File: src/hw/rtl/stz_pkg.sv
// ----------------------------------------------------------------------------
// stz_pkg
// Shared types and constants of the size-to-decimal-text converter.
// ----------------------------------------------------------------------------
package stz_pkg;

	localparam int VALUE_W    = 64;                      // byte count width
	localparam int NUM_DIGITS = 20;                      // 2^64 < 10^20
	localparam int BCD_W      = 4;
	localparam int CHAR_W     = 8;
	localparam int BIT_CNT_W  = $clog2(VALUE_W);
	localparam int REM_W      = $clog2(NUM_DIGITS + 1);
	localparam int SCALE_SH   = 10;                      // divide by 1024

	localparam logic [CHAR_W-1:0] CHAR_ZERO = 8'h30;     // '0'
	localparam logic [CHAR_W-1:0] CHAR_K    = 8'h4B;
	localparam logic [CHAR_W-1:0] CHAR_M    = 8'h4D;
	localparam logic [CHAR_W-1:0] CHAR_G    = 8'h47;

	typedef enum logic [1:0] {
		SCAL_NONE = 2'd0,
		SCAL_KILO = 2'd1,
		SCAL_MEGA = 2'd2,
		SCAL_GIGA = 2'd3
	} scal_t;

	typedef enum logic [2:0] {
		ST_IDLE,
		ST_CONV,
		ST_SKIP,
		ST_EMIT,
		ST_UNIT
	} state_t;

	// control word broadcast to every digit cell
	typedef struct packed {
		logic clear;   // zero the digit
		logic conv;    // add-3 correction and shift one bit in
		logic move;    // take the digit of the lower neighbor
	} cell_ctl_t;

	function automatic logic [CHAR_W-1:0] unit_letter(input scal_t s);
		logic [CHAR_W-1:0] c;
		unique case (s)
			SCAL_KILO: c = CHAR_K;
			SCAL_MEGA: c = CHAR_M;
			SCAL_GIGA: c = CHAR_G;
			default:   c = CHAR_ZERO;
		endcase
		return c;
	endfunction

endpackage

File: src/hw/rtl/stz_bcd_cell.sv
// ----------------------------------------------------------------------------
// stz_bcd_cell
// One BCD digit of the shift-and-add-3 chain; also shifts digits upward.
// ----------------------------------------------------------------------------
module stz_bcd_cell (
	input  logic                          clk,
	input  logic                          arst_n,
	input  stz_pkg::cell_ctl_t            ctl,
	input  logic                          bit_in,
	input  logic [stz_pkg::BCD_W-1:0]     digit_in,
	output logic                          carry_out,
	output logic [stz_pkg::BCD_W-1:0]     digit
);
	import stz_pkg::*;

	logic [BCD_W-1:0] digit_q;
	logic [BCD_W-1:0] adj;

	always_comb begin
		adj = (digit_q >= BCD_W'(5)) ? digit_q + BCD_W'(3) : digit_q;
	end

	assign carry_out = adj[BCD_W-1];
	assign digit     = digit_q;

	always_ff @(posedge clk or negedge arst_n) begin
		if (!arst_n) begin
			digit_q <= '0;
		end else begin
			priority if (ctl.clear) begin
				digit_q <= '0;
			end else if (ctl.conv) begin
				digit_q <= {adj[BCD_W-2:0], bit_in};
			end else if (ctl.move) begin
				digit_q <= digit_in;
			end
		end
	end

endmodule

File: src/hw/rtl/stz_bcd_chain.sv
// ----------------------------------------------------------------------------
// stz_bcd_chain
// Row of BCD digit cells; least significant digit at cell 0.
// ----------------------------------------------------------------------------
module stz_bcd_chain (
	input  logic                          clk,
	input  logic                          arst_n,
	input  stz_pkg::cell_ctl_t            ctl,
	input  logic                          bit_in,
	output logic [stz_pkg::BCD_W-1:0]     top_digit,
	output logic                          spill
);
	import stz_pkg::*;

	logic [NUM_DIGITS:0]   carry;
	logic [BCD_W-1:0]      digits [NUM_DIGITS+1];

	assign carry[0]  = bit_in;
	assign digits[0] = '0;

	for (genvar i = 0; i < NUM_DIGITS; i++) begin : g_cell
		stz_bcd_cell u_cell (
			.clk       (clk),
			.arst_n    (arst_n),
			.ctl       (ctl),
			.bit_in    (carry[i]),
			.digit_in  (digits[i]),
			.carry_out (carry[i+1]),
			.digit     (digits[i+1])
		);
	end

	assign top_digit = digits[NUM_DIGITS];
	assign spill     = carry[NUM_DIGITS];

endmodule

File: src/hw/rtl/size_to_decimal_text.sv
// ----------------------------------------------------------------------------
// size_to_decimal_text
// Byte count to ASCII decimal text, optional 1024-based scaling with K/M/G.
// ----------------------------------------------------------------------------
// Operation: after accept, the count is converted bit-serially to BCD through
//   the digit cell row, leading zeros are dropped (up to 19), then the digits
//   are sent most significant first, one character per accepted word, then the K/M/G letter if scaled.
// Throughput: one count at a time; a new count is taken only once the last
//   character of the previous one has been accepted.
// Reset (arst_n low, asynchronous): idle, human_mode cleared, no word pending.
// ----------------------------------------------------------------------------
module size_to_decimal_text (
	input  logic                              clk,
	input  logic                              arst_n,
	// configuration: human_mode
	input  logic                              human_mode_we,
	input  logic                              human_mode_wdata,
	// input stream
	input  logic                              s_tvalid,
	output logic                              s_tready,
	input  logic [stz_pkg::VALUE_W-1:0]       s_tdata,   // [63:0] size_value
	// output stream
	output logic                              m_tvalid,
	input  logic                              m_tready,
	output logic [stz_pkg::CHAR_W-1:0]        m_tdata,   // [7:0] char_code
	output logic                              m_tlast    // last_char
);
	import stz_pkg::*;

	state_t                 state_q, state_d;
	logic                   human_mode_q;
	logic [VALUE_W-1:0]     value_q;      // scaled count, shifted out MSB first
	scal_t                  scal_q;
	logic [BIT_CNT_W-1:0]   bit_cnt_q;
	logic [REM_W-1:0]       rem_q;        // digits still in the row to show

	cell_ctl_t              ctl;
	logic [BCD_W-1:0]       top_digit;
	logic                   spill;

	logic                   in_acc, out_acc;
	logic                   rem_load, rem_dec;
	scal_t                  scal_in;
	logic [VALUE_W-1:0]     scaled_in;

	assign in_acc  = s_tvalid & s_tready;
	assign out_acc = m_tvalid & m_tready;

	// Scale on entry: the number of 1024 divisions is set by the highest
	// threshold the count reaches, capped at three.
	always_comb begin
		scal_in = SCAL_NONE;
		if (human_mode_q) begin
			priority if (s_tdata[VALUE_W-1:3*SCALE_SH] != '0) begin
				scal_in = SCAL_GIGA;
			end else if (s_tdata[VALUE_W-1:2*SCALE_SH] != '0) begin
				scal_in = SCAL_MEGA;
			end else if (s_tdata[VALUE_W-1:SCALE_SH] != '0) begin
				scal_in = SCAL_KILO;
			end else begin
				scal_in = SCAL_NONE;
			end
		end
		unique case (scal_in)
			SCAL_KILO: scaled_in = s_tdata >> SCALE_SH;
			SCAL_MEGA: scaled_in = s_tdata >> (2*SCALE_SH);
			SCAL_GIGA: scaled_in = s_tdata >> (3*SCALE_SH);
			default:   scaled_in = s_tdata;
		endcase
	end

	// Digit row: double-dabble while converting, then a shift line that
	// brings the next most significant digit to the top.
	stz_bcd_chain u_chain (
		.clk       (clk),
		.arst_n    (arst_n),
		.ctl       (ctl),
		.bit_in    (value_q[VALUE_W-1]),
		.top_digit (top_digit),
		.spill     (spill)
	);

	// Sequencer: next state, cell control and output word.
	always_comb begin
		state_d   = state_q;
		ctl       = '0;
		s_tready  = 1'b0;
		m_tvalid  = 1'b0;
		m_tdata   = CHAR_ZERO;
		m_tlast   = 1'b0;
		rem_load  = 1'b0;
		rem_dec   = 1'b0;
		unique case (state_q)
			ST_IDLE: begin
				s_tready = 1'b1;
				if (s_tvalid) begin
					ctl.clear = 1'b1;
					state_d   = ST_CONV;
				end
			end
			ST_CONV: begin
				ctl.conv = 1'b1;
				if (bit_cnt_q == BIT_CNT_W'(VALUE_W - 1)) begin
					rem_load = 1'b1;
					state_d  = ST_SKIP;
				end
			end
			ST_SKIP: begin
				// drop leading zeros, keep at least one digit
				if (top_digit == '0 && rem_q > REM_W'(1)) begin
					ctl.move = 1'b1;
					rem_dec  = 1'b1;
				end else begin
					state_d = ST_EMIT;
				end
			end
			ST_EMIT: begin
				m_tvalid = 1'b1;
				m_tdata  = CHAR_ZERO + CHAR_W'(top_digit);
				m_tlast  = (rem_q == REM_W'(1)) && (scal_q == SCAL_NONE);
				if (m_tready) begin
					if (rem_q > REM_W'(1)) begin
						ctl.move = 1'b1;
						rem_dec  = 1'b1;
					end else if (scal_q != SCAL_NONE) begin
						state_d = ST_UNIT;
					end else begin
						state_d = ST_IDLE;
					end
				end
			end
			ST_UNIT: begin
				m_tvalid = 1'b1;
				m_tdata  = unit_letter(scal_q);
				m_tlast  = 1'b1;
				if (m_tready) begin
					state_d = ST_IDLE;
				end
			end
			default: begin
				state_d = ST_IDLE;
			end
		endcase
	end

	always_ff @(posedge clk or negedge arst_n) begin
		if (!arst_n) begin
			state_q      <= ST_IDLE;
			human_mode_q <= 1'b0;
			bit_cnt_q    <= '0;
			rem_q        <= '0;
		end else begin
			state_q <= state_d;
			if (human_mode_we) begin
				human_mode_q <= human_mode_wdata;
			end
			if (in_acc) begin
				bit_cnt_q <= '0;
			end else if (ctl.conv) begin
				bit_cnt_q <= bit_cnt_q + BIT_CNT_W'(1);
			end
			if (rem_load) begin
				rem_q <= REM_W'(NUM_DIGITS);
			end else if (rem_dec) begin
				rem_q <= rem_q - REM_W'(1);
			end
		end
	end

	// Payload: hold the scaled count and its unit, advance one bit per cycle.
	always_ff @(posedge clk) begin
		if (in_acc) begin
			value_q <= scaled_in;
			scal_q  <= scal_in;
		end else if (ctl.conv) begin
			value_q <= {value_q[VALUE_W-2:0], 1'b0};
		end
	end

	// The row is sized so the top digit never overflows.
	a_no_spill: assert property (@(posedge clk) disable iff (!arst_n)
		ctl.conv |-> !spill)
		else $error("BCD row overflow during conversion");

	// One count at a time: no new count while a word is offered.
	a_one_at_a_time: assert property (@(posedge clk) disable iff (!arst_n)
		m_tvalid |-> !s_tready)
		else $error("input ready while output word pending");

	// The digit counter never runs empty while digits are shown.
	a_rem_nonzero: assert property (@(posedge clk) disable iff (!arst_n)
		(state_q == ST_EMIT || state_q == ST_SKIP) |-> (rem_q != '0))
		else $error("digit counter empty while emitting");

	// After the last word of a count, the block is idle again.
	a_last_to_idle: assert property (@(posedge clk) disable iff (!arst_n)
		(out_acc && m_tlast) |=> (state_q == ST_IDLE))
		else $error("not idle after last character");

	// An accepted count always enters conversion.
	a_accept_conv: assert property (@(posedge clk) disable iff (!arst_n)
		in_acc |=> (state_q == ST_CONV && bit_cnt_q == '0))
		else $error("accepted count did not start conversion");

endmodule

File: config.mk
export PLATFORM = sky130hd
export DESIGN_NAME = size_to_decimal_text
export DESIGN_NICKNAME = d
export VERILOG_FILES = /design/src/hw/rtl/stz_pkg.sv /design/src/hw/rtl/stz_bcd_cell.sv /design/src/hw/rtl/stz_bcd_chain.sv /design/src/hw/rtl/size_to_decimal_text.sv
export SDC_FILE = /design/constraint.sdc
export NUM_CORES = 1
export LEC_CHECK = 0
export ABC_AREA = 1
export BUFFER_PORTS_ARGS = -buffer_cell sky130_fd_sc_hd__clkbuf_2
export CAP_MARGIN = 5
export CELL_PAD_IN_SITES_DETAIL_PLACEMENT = 0
export CELL_PAD_IN_SITES_GLOBAL_PLACEMENT = 1
export CORE_UTILIZATION = 40
export DETAILED_ROUTE_END_ITERATION = 7
export GPL_TIMING_DRIVEN = 0
export PLACE_DENSITY_LB_ADDON = 0.25
export REMOVE_ABC_BUFFERS = 1
export SYNTH_ARGS = -nofsm -noshare
export SYNTH_HDL_FRONTEND = slang
export SYNTH_SLANG_ARGS = --single-unit
File: constraint.sdc
create_clock -name clk -period 6.78 [get_ports clk]
set_clock_uncertainty 0.15 [all_clocks]
set_input_delay 1.356 -clock clk [delete_from_list [all_inputs] [get_ports clk]]
set_output_delay 1.356 -clock clk [all_outputs]
set_load 0.05 [all_outputs]
After elaboration in Yosys (flattened, before gate mapping)

Index checks and enable logic that the tools add are counted.

Logic and storage cells: 216
Bits in registers: 161
Input port bits: 70
Output and inout bits: 11

Muxes and demuxes: 113
Magnitude comparators: 21
Bitwise logic cells: 1
Add/subtract/negate cells: 23
Reductions and logical operators: 14
Equal/unequal tests: 18

Operators with widths:

| operator                                             | count |
|---|---|
| 2-to-1 mux 4 bit                                     | 79 |
| one-hot mux 64 bit (3 select lines)                  | 1 |
| 2-to-1 mux 64 bit                                    | 2 |
| >= comparator 4 x 3 -> 1 bit (second input constant) | 20 |
| adder 4 x 2 -> 4 bit (second input constant)         | 19 |
| nonzero test 54 bit                                  | 1 |
| nonzero test 44 bit                                  | 1 |
| nonzero test 34 bit                                  | 1 |
| 2-to-1 mux 3 bit                                     | 8 |
| one-hot mux 7 bit (3 select lines)                   | 1 |
| one-hot mux 3 bit (5 select lines)                   | 1 |
| one-hot mux 7 bit (2 select lines)                   | 1 |
| 2-to-1 mux 6 bit                                     | 2 |
| != test 2 bit (second input constant)                | 6 |
| 2-to-1 mux 1 bit                                     | 11 |
| 2-to-1 mux 5 bit                                     | 2 |
| equality test 2 bit (second input constant)          | 4 |
| adder 6 x 4 -> 7 bit (first input constant)          | 1 |
| adder 6 x 1 -> 6 bit (second input constant)         | 1 |
| equality test 3 x 2 -> 1 bit (second input constant) | 2 |
| equality test 6 bit (second input constant)          | 1 |
| 2-to-1 mux 2 bit                                     | 3 |
| AND reduction 6 bit                                  | 1 |
| nonzero test 2 bit                                   | 3 |
| other kinds (15)                                     | 18 |

Logic depth before layout (Yosys ltp)

Gate-level depths: netlist (run 1).

Depth after elaboration: 8
Gate-level depth with buffers: 13
Mapped depth without buffers: 12

Cells and area by module

Synthesis (run 1) repeated with hierarchy kept, for this count alone.

Cell total of the unflattened synthesis: 1644
Area total of the unflattened synthesis: 11693.7 um^2

Modules (own cells, without submodules):

| module               | cells an instance | area each (um^2) | times used |
|---|---|---|---|
| stz_bcd_cell         | 51                | 335.3            | 20 |
| size_to_decimal_text | 623               | 4983.5           | 1 |
| stz_bcd_chain        | 1                 | 3.8              | 1 |

Worst setup path after synthesis (run 1)

Ideal clock, no wire load.

Path kind: reg-to-output
From: reg state_q[0]
To: out m_tdata[0] (netlist bit)
Setup slack: 2.722 ns
Arrival: 2.552 ns
Cell stages (with the launch flop): 6
Cells stage by stage: dfrtp_1 > inv_1 > nand3_1 > nor2_1 > inv_1 > o21ai_0

Cells in the longest elaborated chain, start to end: 2
Elaborated cells between the ends (all ways): 3
Classes of those cells: eq/ne: 2; mux: 1

RTL lines:

| what                                                                       | line                        | text |
|---|---|---|
| start: declaration                                                         | size_to_decimal_text.sv:30  | `state_t state_q, state_d;` |
| start signal: assignment                                                   | size_to_decimal_text.sv:153 | `state_q <= state_d;` |
| equality test 3 bit / equality test 3 x 2 -> 1 bit (equally long branches) | size_to_decimal_text.sv:93  | `unique case (state_q)` |
| one-hot mux 7 bit (2 select lines) (*)                                     | size_to_decimal_text.sv:93  |  |
| end: declaration                                                           | size_to_decimal_text.sv:25  | `output logic [stz_pkg::CHAR_W-1:0] m_tdata,` |

Mark *: on every way between the ends. The rest lies on a longest branch, timed or not.

Final worst setup path (run 1)

From: in s_tdata[60] (netlist bit)
To: reg value_q[53], data pin

Cells in the longest elaborated chain, start to end: 8
Elaborated cells between the ends (all ways): 12
Classes of those cells: eq/ne: 3; mux: 6; reduce/logical: 3

RTL lines:

| what                                                                       | line                        | text |
|---|---|---|
| start: declaration                                                         | size_to_decimal_text.sv:21  | `input logic [stz_pkg::VALUE_W-1:0] s_tdata,` |
| nonzero test 54 bit                                                        | size_to_decimal_text.sv:58  | `end else if (s_tdata[VALUE_W-1:SCALE_SH] != '0) begin` |
| 2-to-1 mux 1 bit                                                           | size_to_decimal_text.sv:58  |  |
| 2-to-1 mux 2 bit                                                           | size_to_decimal_text.sv:56  | `end else if (s_tdata[VALUE_W-1:2*SCALE_SH] != '0) begin` |
| 2-to-1 mux 2 bit (*)                                                       | size_to_decimal_text.sv:54  | `priority if (s_tdata[VALUE_W-1:3*SCALE_SH] != '0) begin` |
| 2-to-1 mux 2 bit (*)                                                       | size_to_decimal_text.sv:53  | `if (human_mode_q) begin` |
| equality test 2 bit / equality test 2 x 1 -> 1 bit (equally long branches) | size_to_decimal_text.sv:64  | `unique case (scal_in)` |
| one-hot mux 64 bit (3 select lines) (*)                                    | size_to_decimal_text.sv:64  |  |
| 2-to-1 mux 64 bit (*)                                                      | size_to_decimal_text.sv:172 | `if (in_acc) begin` |
| end signal: assignment                                                     | size_to_decimal_text.sv:173 | `value_q <= scaled_in;` |
| end signal: assignment                                                     | size_to_decimal_text.sv:176 | `value_q <= {value_q[VALUE_W-2:0], 1'b0};` |
| end: declaration                                                           | size_to_decimal_text.sv:32  | `logic [VALUE_W-1:0] value_q;` |

Marked as above.
A chain may end at the register's enable or synchronous reset.

==> results of run 1 <==
[placed cells by master (no fill, tap or decap), drive strengths merged]
| cell | Yosys | routed |
|---|---|---|
| nor3 | 2 | 2 |
| nand3b | 2 | 2 |
| nand2 | 313 | 313 |
| and2 | 1 | 1 |
| conb | 1 | 1 |
| a31oi | 2 | 2 |
| nand3 | 66 | 66 |
| a211oi | 1 | 1 |
| a21oi | 61 | 61 |
| a22oi | 4 | 4 |
| clkinv | 0 | 8 |
| nor2 | 134 | 134 |
| o22ai | 25 | 25 |
| o31ai | 1 | 1 |
| xor2 | 8 | 8 |
| o2111ai | 4 | 4 |
| o32ai | 16 | 16 |
| edfxtp | 66 | 66 |
| clkinvlp | 0 | 2 |
| o21ai | 206 | 206 |
| ha | 49 | 49 |
| a32o | 1 | 1 |
| buf | 35 | 6 |
| a21boi | 11 | 11 |
| clkbuf | 24 | 97 |
| o2bb2ai | 4 | 4 |
| or2 | 18 | 18 |
| dfrtp | 95 | 95 |
| inv | 159 | 163 |
| a22o | 1 | 1 |
| o211ai | 1 | 1 |
| nand4 | 10 | 10 |
[layout make-up]
type	instances	area (um2)	share of cell area
inverters	159	607	0.0536
multi-input cells	942	4840	0.428
flip-flops and latches	161	4360	0.385
clock buffers	18	429	0.0379
repair buffers	85	542	0.0479
well taps	324	405	0.0358
clock inverters	14	131	0.0116
[worst reg2reg max path: stages, from the launching register on]
cell       delay [ns]
dfrtp_1          0.41
nor2_1           0.13
nand2_2          0.21
inv_2            0.85
nor2_8           0.18
inv_6            0.45
nor2_8           0.15
inv_4            0.41
buf_16           0.38
o2111ai_1        0.19
o21ai_0          0.11
[per-layer routing]
metal / vias to the layer above / track usage / wire length [um]
met2: 168 / 0.321 / 11400
met4: 0 / 0.0519 / 333
met1: 4061 / 0.278 / 12200
met5: - / 0 / 0
met3: 33 / 0.0369 / 1010
li1: 4488 / - / -
[worst paths after layout]
| kind | depth (start not counted) | to | slack [ns] | from |
|---|---|---|---|---|
| worst max-delay path | 10 | value_q[53]$_DFFE_PP_ | 3.00 | s_tdata[60] |
| worst min-delay path | 2 | u_chain.g_cell[0].u_cell.digit[0]$_DFFE_PN0P_ | 0.33 | value_q[63]$_DFFE_PP_ |
| worst max register to register | 10 | u_chain.g_cell[1].u_cell.digit[3]$_DFFE_PN0P_ | 3.08 | state_q[2]$_DFFE_PN0P_ |
| worst min register to register | 2 | u_chain.g_cell[0].u_cell.digit[0]$_DFFE_PN0P_ | 0.33 | value_q[63]$_DFFE_PP_ |
| max in group asynchronous | 1 | u_chain.g_cell[4].u_cell.digit[3]$_DFFE_PN0P_ | 5.07 | arst_n |
| min in group asynchronous | 1 | u_chain.g_cell[15].u_cell.digit[3]$_DFFE_PN0P_ | 0.85 | arst_n |
[cells by family (layout without fill, tap and decap cells)]
kind of cell,after synthesis,count (layout),share of synthesized area
other,1,1,0.000371
AO/OA/AOI/OAI,338,338,0.185
flip-flops,161,161,0.432
XOR/XNOR,8,8,0.00694
buffers and inverters,218,276,0.0907
AND/OR/NAND/NOR,546,546,0.224
adder cells (fa/ha/maj),49,49,0.0607
[report_power, final]
| part | switching [mW] | internal [mW] |
|---|---|---|
| clock | 0.445 | 0.481 |
| sequential | 0.228 | 1.58 |
| combinational | 1.56 | 0.824 |
[stage by stage]
step	std cells	setup WS (ns)	utilization	setup TNS, ns	hold slack (ns)
floorplan	1262	2.34	-	0	0.285
global placement	1665	-0.110	0.432	-0.372	0.298
detailed placement	1671	2.58	0.438	0	0.327
CTS	1703	3.02	0.461	0	0.344
global route	1703	2.75	0.461	0	0.361
finish	1703	3.00	0.461	0	0.333
[flip-flops by register name, indices dropped and copies added (netlist names)]
name / count
value_q: 64
state_q: 3
u_chain.g_cell.u_cell.digit: 80
human_mode_q: 1
rem_q: 5
scal_q: 2
bit_cnt_q: 6
==> metrics, run 1 <==
Post-synth EDFFs=66; first-pass GRT wire length=41700 um; vias in the first global route=8277; Die W=around 160 um; setup violators final=0; hold crit path type=register to register; core area=24500 um2; peak supply drop=roughly 0.00021 V; RSZ-0062 raised after global routing=false; drt first pass iters=5; CTS Root Cell=clkbuf_16; # diodes=0; Crit-path slowest cell=o21ai_4; P&R area growth vs syn=12.0%; CP Max Fanout=23; Max transition margin=0.284; Reg clk slew, reported paths=0.08 ns; Initial Utilization=0.412; power density cells=452 nW/um2; overall die area=25900 um2; IO Port Bufs=between 70 and 80; post-CTS resize count=0; Max clock buf depth=2; Netlist cell types=41; Yosys top cell by area=dfrtp_1; setup bufs post-CTS=0; Critical Path AT=~3.9 ns; largest net degree at the start of global routing=100; Async SR Flop Fraction=0.590; clock sink count=161; post-route ant nets=0; largest cells by area after synthesis=dfrtp_1 (24%), edfxtp_1 (20%), nand2_1 (12%), o21ai_0 (7.4%), ha_1 (6.1%); die height=~160 um; CTS tree=built; Tmin final=~3.8 ns; Layout fillers=2540; WS Path Type=input port to register; CP top delay family=simple AND/OR/NAND/NOR gates; Wirelength per Cell=14.6 um; fin. max-slew vios=0; Hold Buf Count CTS=0; ys flop type=dfrtp_1; slowest stage delay, CP=0.70 ns; Area after DPL=~11000 um2; initial antenna violation count=0; mapped cell area=10100 um2; FMAX=0.265 GHz; CTS H-tree depth=4; design area=around 11000 um2; Worst setup SP type=input port; Post-layout nets=1485; Cell Chain, Critical Path=clkbuf_2 > nor2_1 > nand2_1 > nor2_2 > nand2_1 > nor2_1 > nand2_1 > o21ai_4 > nand2_2 > o21ai_0; Top-Level Pins=81; worst-margin pin slew=1.07 ns; Post-route DRC=0; Avg Inst Size Synth=7.65 um2; Placer Congestion=approximately 0.84; Global Route Usage Sum=0.200; DR vias/cell=5.14; leakage power=5.21 nW; Bufs and invs on worst path=1; Final Cycle Share=0.557; overflow left after global routing=0; Num CTS Buffers=17; wirelength, routed=24900 um; Yosys Warn Count=0; register bit total from synthesis=161; Initial DRC Count=582; Final Hold Viols=0; outcome=complete, no violations; cell count after synthesis=around 1300; FP Rows=57; Setup crit end kind=register; layout cells sized above 1=0.108; clock latency on the worst-skew pair=0.44 ns; DP HPWL=16700 um; Synth top area share=0.235; vias=8750; # Max-Cap Violations=0; Final Power=5.12 mW; CP most frequent cell=nand2_1; Synth top cells by count=nand2_1 (310), inv_1 (156), o21ai_0 (150); most frequent cell after synthesis=nand2_1; Req. time, crit path=a little under 7 ns; Seq/Total Area, Yosys=0.432
(Power assumes the default switching activity.)
==> run 2, diff against run 1 <==
Clock period 6.78 ns to 4 ns, I/O delays scaled along.
==> run 2 against run 1 <==
Design area about the same. Global-route usage unchanged. Sequential power increased by 70%. Non-clock buffer count stayed put. Die area did not move. Sequential cell count unchanged. Worst setup slack worse by 2.7 ns. Via count hardly changed. Cell count unchanged. Largest cell class unchanged.
==> metrics, run 2 (same netlist as run 1, synthesis figures left out) <==
cell total after placement=1671 (unchanged); Top-Level Pins=81 (unchanged); CP most frequent cell=nor2_8; fin. max-slew vios=0 (unchanged); # diodes=0 (unchanged); initial antenna violation count=0 (unchanged); vias in the first global route=8277 (unchanged); Crit-path slowest cell=clkinv_2; leakage power=5.21 nW (about the same); peak supply drop=0.000358 V (+70%); # Max-Cap Violations=0 (unchanged); fin util=0.461 (about the same); clock sink count=161 (unchanged); Area after DPL=10800 um2 (unchanged); Post-layout nets=1485 (unchanged); Placer Congestion=0.842 (unchanged); FP Rows=57 (unchanged); Max clock buf depth=2 (unchanged); drt first pass iters=5 (unchanged); Req. time, crit path=4.16 ns (-2.70 ns); power density cells=767 nW/um2 (+69%); switching share of power=0.437 (about the same); CP top delay family=buffers and inverters; vias=8748 (-0.023%); Die W=161 um (unchanged); Final Power=8.68 mW (+70%); Seq pwr share=0.353 (about the same); commonest non-fill, non-tap cell in the layout=nand2_1; Hold Buf Count CTS=0 (unchanged); fin worst setup slack=0.341 ns (-2.66 ns); Num CTS Buffers=17 (unchanged); Global Route Usage Sum=0.200 (unchanged); P&R area growth vs syn=12.0% (about the same); switching power=3.79 mW (+70%); post-CTS resize count=0 (unchanged); Initial Utilization=0.412 (unchanged); Setup crit end kind=register; combinational share of power=0.466 (about the same); Tmin final=3.66 ns; dpl ws=0.258 ns (-2.32 ns); overflow left after global routing=0 (unchanged); post-route ant nets=0 (unchanged); clock latency on the worst-skew pair=0.45 ns (about the same); most frequent cells in the layout=nand2_1 (309), inv_1 (155), o21ai_0 (150); outcome=complete, no violations; wirelength, routed=24900 um (unchanged); CTS H-tree depth=4 (unchanged); layout cells sized above 1=0.108 (unchanged); hold_ws=0.298 ns (-0.0344 ns); core area=24500 um2 (unchanged); Int Pwr=4.89 mW (+70%); setup TNS=0 ns (unchanged); Final Cycle Share=0.915; CTS tree=built; CP Max Fanout=99 (+330%); RSZ-0062 raised after global routing=false; clock group share of total power=0.181 (about the same); Initial DRC Count=584 (+0.34%); setup bufs post-CTS=0 (unchanged); IO Port Bufs=79 (unchanged); Reg clk slew, reported paths=0.07 ns (about the same); max reg flops=80 (unchanged); FMAX=0.273 GHz; worst-margin pin slew=1.07 ns (unchanged); hold crit path type=input port to async pin; Wirelength per Cell=14.6 um (unchanged); Worst setup SP type=register; Final Hold Viols=0 (unchanged); largest net degree at the start of global routing=100 (unchanged); Cell Chain, Critical Path=nor2_1 > nand2_2 > clkinv_2 > nor2_8 > inv_6 > nor2_8 > inv_4 > buf_16 > o2111ai_1 > o21ai_0; DR vias/cell=5.14 (about the same); DP HPWL=16700 um (unchanged); slowest stage delay, CP=0.76 ns (+0.06 ns); Bufs and invs on worst path=4 (+3); Critical Path AT=3.81 ns (-0.05 ns); WS Path Type=register to register; design area=11300 um2 (about the same); Max transition margin=0.284 (unchanged); overall die area=25900 um2 (unchanged); Post-route DRC=0 (unchanged); CTS Root Cell=clkbuf_16; setup violators final=0 (unchanged); final cell count without fillers=1703 (unchanged); die height=161 um (unchanged); first-pass GRT wire length=41700 um (unchanged)
## run 2: cell types whose count changed in the layout (fill, tap and decap cells not counted), sizes merged
cell	before	now
inv	163	162
clkinv	8	9
## run 2: path summary, 6_finish.rpt
check,startpoint,endpoint,slack (ns),depth (start not counted)
hold / removal,arst_n,u_chain.g_cell[15].u_cell.digit[3]$_DFFE_PN0P_,0.30,1
min in group clk,value_q[63]$_DFFE_PP_,u_chain.g_cell[0].u_cell.digit[0]$_DFFE_PN0P_,0.33,2
hold reg to reg,value_q[63]$_DFFE_PP_,u_chain.g_cell[0].u_cell.digit[0]$_DFFE_PN0P_,0.33,2
setup / recovery,state_q[2]$_DFFE_PN0P_,u_chain.g_cell[1].u_cell.digit[3]$_DFFE_PN0P_,0.34,10
max in group asynchronous,arst_n,u_chain.g_cell[4].u_cell.digit[3]$_DFFE_PN0P_,2.84,1
setup reg to reg,state_q[2]$_DFFE_PN0P_,u_chain.g_cell[1].u_cell.digit[3]$_DFFE_PN0P_,0.34,10
## run 2: area by class of cell
type                       count  area (um2)
fill                        2539       13200
multi-input combinational    942        4840
sequential                   161        4360
inverter                     159         608
timing repair buffer          85         542
clock buffer                  18         429
tap                          324         405
clock inverter                14         131
## run 2: power groups by stage
stage	sequential, mW	combinational [mW]	clock (mW)
floorplan	2.99	3.02	0
global placement	3.09	3.94	0
detailed placement	3.08	4.09	0
CTS	3.06	4.11	1.61
global route	3.15	4.71	1.67
finish	3.06	4.05	1.57
## run 2: metal layers
metal,vias to the layer above,share of wire,track usage
met5,-,0,0
met4,0,0.013,0.0519
met3,33,0.040,0.0369
met2,164,0.46,0.321
met1,4064,0.49,0.278
li1,4487,-,-
==> run 3, diff against run 2 <==
Settings changed: ABC_AREA 1 to 0, CTS_BUF_LIST from default to sky130_fd_sc_hd__clkbuf_8 sky130_fd_sc_hd__clkbuf_16.
==> run 3 against run 2 <==
Worst setup slack improved by 0.012 ns. Routed wire length fell by 0.30%. Sequential cell count did not move. Clock power rose by 6%. Cell count fell by 15%. Worst hold slack improved by 0.019 ns. Power rose by 7.4%. Critical path depth fell by 6. Critical endpoint is now value_q[5]$_DFFE_PP_. Largest power group unchanged.
==> metrics, run 3 <==
outcome=complete, no violations; setup bufs post-CTS=0 (unchanged); layout cells sized above 1=0.127 (+0.0190); core area=23700 um2 (-3.5%); fin util=0.468 (+0.00627); vias in the first global route=7878 (-4.8%); Post-layout nets=1239 (-17%); CP Max Fanout=28 (-72%); dpl ws=0.399 ns (+0.141 ns); FMAX=0.274 GHz (+0.33%); overflow left after global routing=0 (unchanged); Synth top cells by count=a21oi_1 (160), nand2_1 (121), dfrtp_1 (95); peak supply drop=0.000561 V (+57%); Final Hold Viols=0 (unchanged); Async SR Flop Fraction=0.590 (unchanged); Num CTS Buffers=17 (unchanged); final cell count without fillers=1452 (-15%); cell count after synthesis=1071 (-19%); setup TNS=0 ns (unchanged); Bufs and invs on worst path=1 (-3); DP HPWL=16200 um (-3.0%); Max clock buf depth=2 (unchanged); Worst setup SP type=register; post-route ant nets=0 (unchanged); CTS tree=built; Crit-path slowest cell=dfrtp_1; Setup crit end kind=register; Max transition margin=0.0833 (-0.201); wirelength, routed=24900 um (-0.30%); largest net degree at the start of global routing=99 (-1.0%); Tmin final=3.65 ns (-0.0121 ns); DR vias/cell=5.51 (+7.2%); Cell Chain, Critical Path=clkinv_1 > nor4_4 > a221o_1 > o221a_1; Netlist cell types=59 (+44%); Final Cycle Share=0.912 (-0.00303); fin. max-slew vios=0 (unchanged); ys flop type=dfrtp_1; Seq/Total Area, Yosys=0.448 (+0.0162); FP Rows=56 (-1.8%); initial antenna violation count=1 (+1); P&R area growth vs syn=13.7%; WS Path Type=register to register; power density cells=841 nW/um2 (+9.7%); Area after DPL=10500 um2 (-2.5%); setup violators final=0 (unchanged); vias=7997 (-8.6%); post-CTS resize count=0 (unchanged); worst-margin pin slew=1.36 ns (+0.295 ns); hold_ws=0.318 ns (+0.0193 ns); leakage power=4.70 nW (-9.9%); Avg Inst Size Synth=9.09 um2 (+19%); Placer Congestion=0.873 (+3.7%); slowest stage delay, CP=1.06 ns (+0.30 ns); most frequent cells in the layout=a21oi_1 (160), nand2_1 (119), dfrtp_1 (95); max reg flops=80 (unchanged); Global Route Usage Sum=0.208 (+0.00802); first-pass GRT wire length=40900 um (-1.9%); IO Port Bufs=79 (unchanged); Critical Path AT=3.79 ns (-0.02 ns); Initial DRC Count=560 (-4.1%); clock latency on the worst-skew pair=0.43 ns (-0.02 ns); Yosys top cell by area=dfrtp_1; RSZ-0062 raised after global routing=false; # Max-Cap Violations=0 (unchanged); Reg clk slew, reported paths=0.07 ns (about the same); Post-synth EDFFs=66 (unchanged); largest cells by area after synthesis=dfrtp_1 (24%), edfxtp_1 (20%), a21oi_1 (8.2%), ha_1 (6.3%), nand2_1 (4.7%); die height=158 um (-1.8%); Die W=158 um (-1.8%); drt first pass iters=5 (unchanged); commonest non-fill, non-tap cell in the layout=a21oi_1; design area=11100 um2 (-2.2%); Top-Level Pins=81 (unchanged); register bit total from synthesis=161 (unchanged); Req. time, crit path=4.15 ns (about the same); # diodes=0 (unchanged); Yosys Warn Count=0 (unchanged); CTS Root Cell=clkbuf_16; CTS H-tree depth=4 (unchanged); most frequent cell after synthesis=a21oi_1; Post-route DRC=0 (unchanged); Synth top area share=0.244 (+0.00886); Wirelength per Cell=17.1 um (+17%); overall die area=25000 um2 (-3.6%); Initial Utilization=0.411 (-0.000687); clock sink count=161 (unchanged); fin worst setup slack=0.353 ns (+0.0121 ns); CP top delay family=flip-flops; Hold Buf Count CTS=0 (unchanged); hold crit path type=register to register; mapped cell area=9740 um2 (-3.6%); Final Power=9.32 mW (+7.4%); cell total after placement=1420 (-15%)
## run 3: cell types whose count changed after synthesis, moves of 28 or more
cell / change
nor2_1: -41
o21ai_1: -54
nand2_1: -189
o22ai_1: +29
mux2i_1: +36
o21ai_0: -98
nand2b_1: +35
inv_1: -109
nand3_1: -28
nor3b_1: +34
a21oi_1: +99
## run 3: cell type report
cell class                 count  area, um2
clock inverter                15        164
timing repair buffer          89        577
sequential                   161       4360
clock buffer                  17        425
tap                          319        399
fill                        2354      12600
multi-input combinational    801       4950
inverter                      50        195
## run 3: worst min-delay path, delay by kind of cell, from the launching register on
family          cells  cell delay, ns
flops               1            0.32
compound gates      1            0.06
simple gates        1            0.04
## run 3: worst paths after layout
check | slack (ns) | from | cells after the start | end
worst min register to register | 0.32 | value_q[63]$_DFFE_PP_ | 2 | u_chain.g_cell[0].u_cell.digit[0]$_DFFE_PN0P_
worst max register to register | 0.35 | human_mode_q$_DFFE_PN0P_ | 4 | value_q[5]$_DFFE_PP_
worst min-delay path | 0.32 | value_q[63]$_DFFE_PP_ | 2 | u_chain.g_cell[0].u_cell.digit[0]$_DFFE_PN0P_
max in group asynchronous | 2.85 | arst_n | 1 | u_chain.g_cell[6].u_cell.digit[2]$_DFFE_PN0P_
min in group asynchronous | 0.33 | arst_n | 1 | u_chain.g_cell[17].u_cell.digit[3]$_DFFE_PN0P_
worst max-delay path | 0.35 | human_mode_q$_DFFE_PN0P_ | 4 | value_q[5]$_DFFE_PP_
## run 3: cells by family after synthesis
| group | Yosys count | synth area share |
|---|---|---|
| AND/OR/NAND/NOR | 379 | 0.195 |
| AO/OA/AOI/OAI | 308 | 0.184 |
| flip-flops | 161 | 0.448 |
| buffers and inverters | 109 | 0.0474 |
| adder cells (fa/ha/maj) | 49 | 0.0630 |
| multiplexers | 36 | 0.0370 |
| XOR/XNOR | 28 | 0.0252 |
| other | 1 | 0.000385 |
## run 3: metal layers
metal	up-vias	part of all wire	GRT usage
li1	3945	-	-
met1	3878	0.48	0.277
met2	154	0.47	0.351
met3	20	0.038	0.0337
met4	0	0.011	0.0545
met5	-	0	0
## run 3: where the power goes
part / internal (mW) / switching, mW
Clock: 0.891 / 0.779
Sequential: 2.72 / 0.676
Combinational: 1.68 / 2.56
Total: 5.30 / 4.02
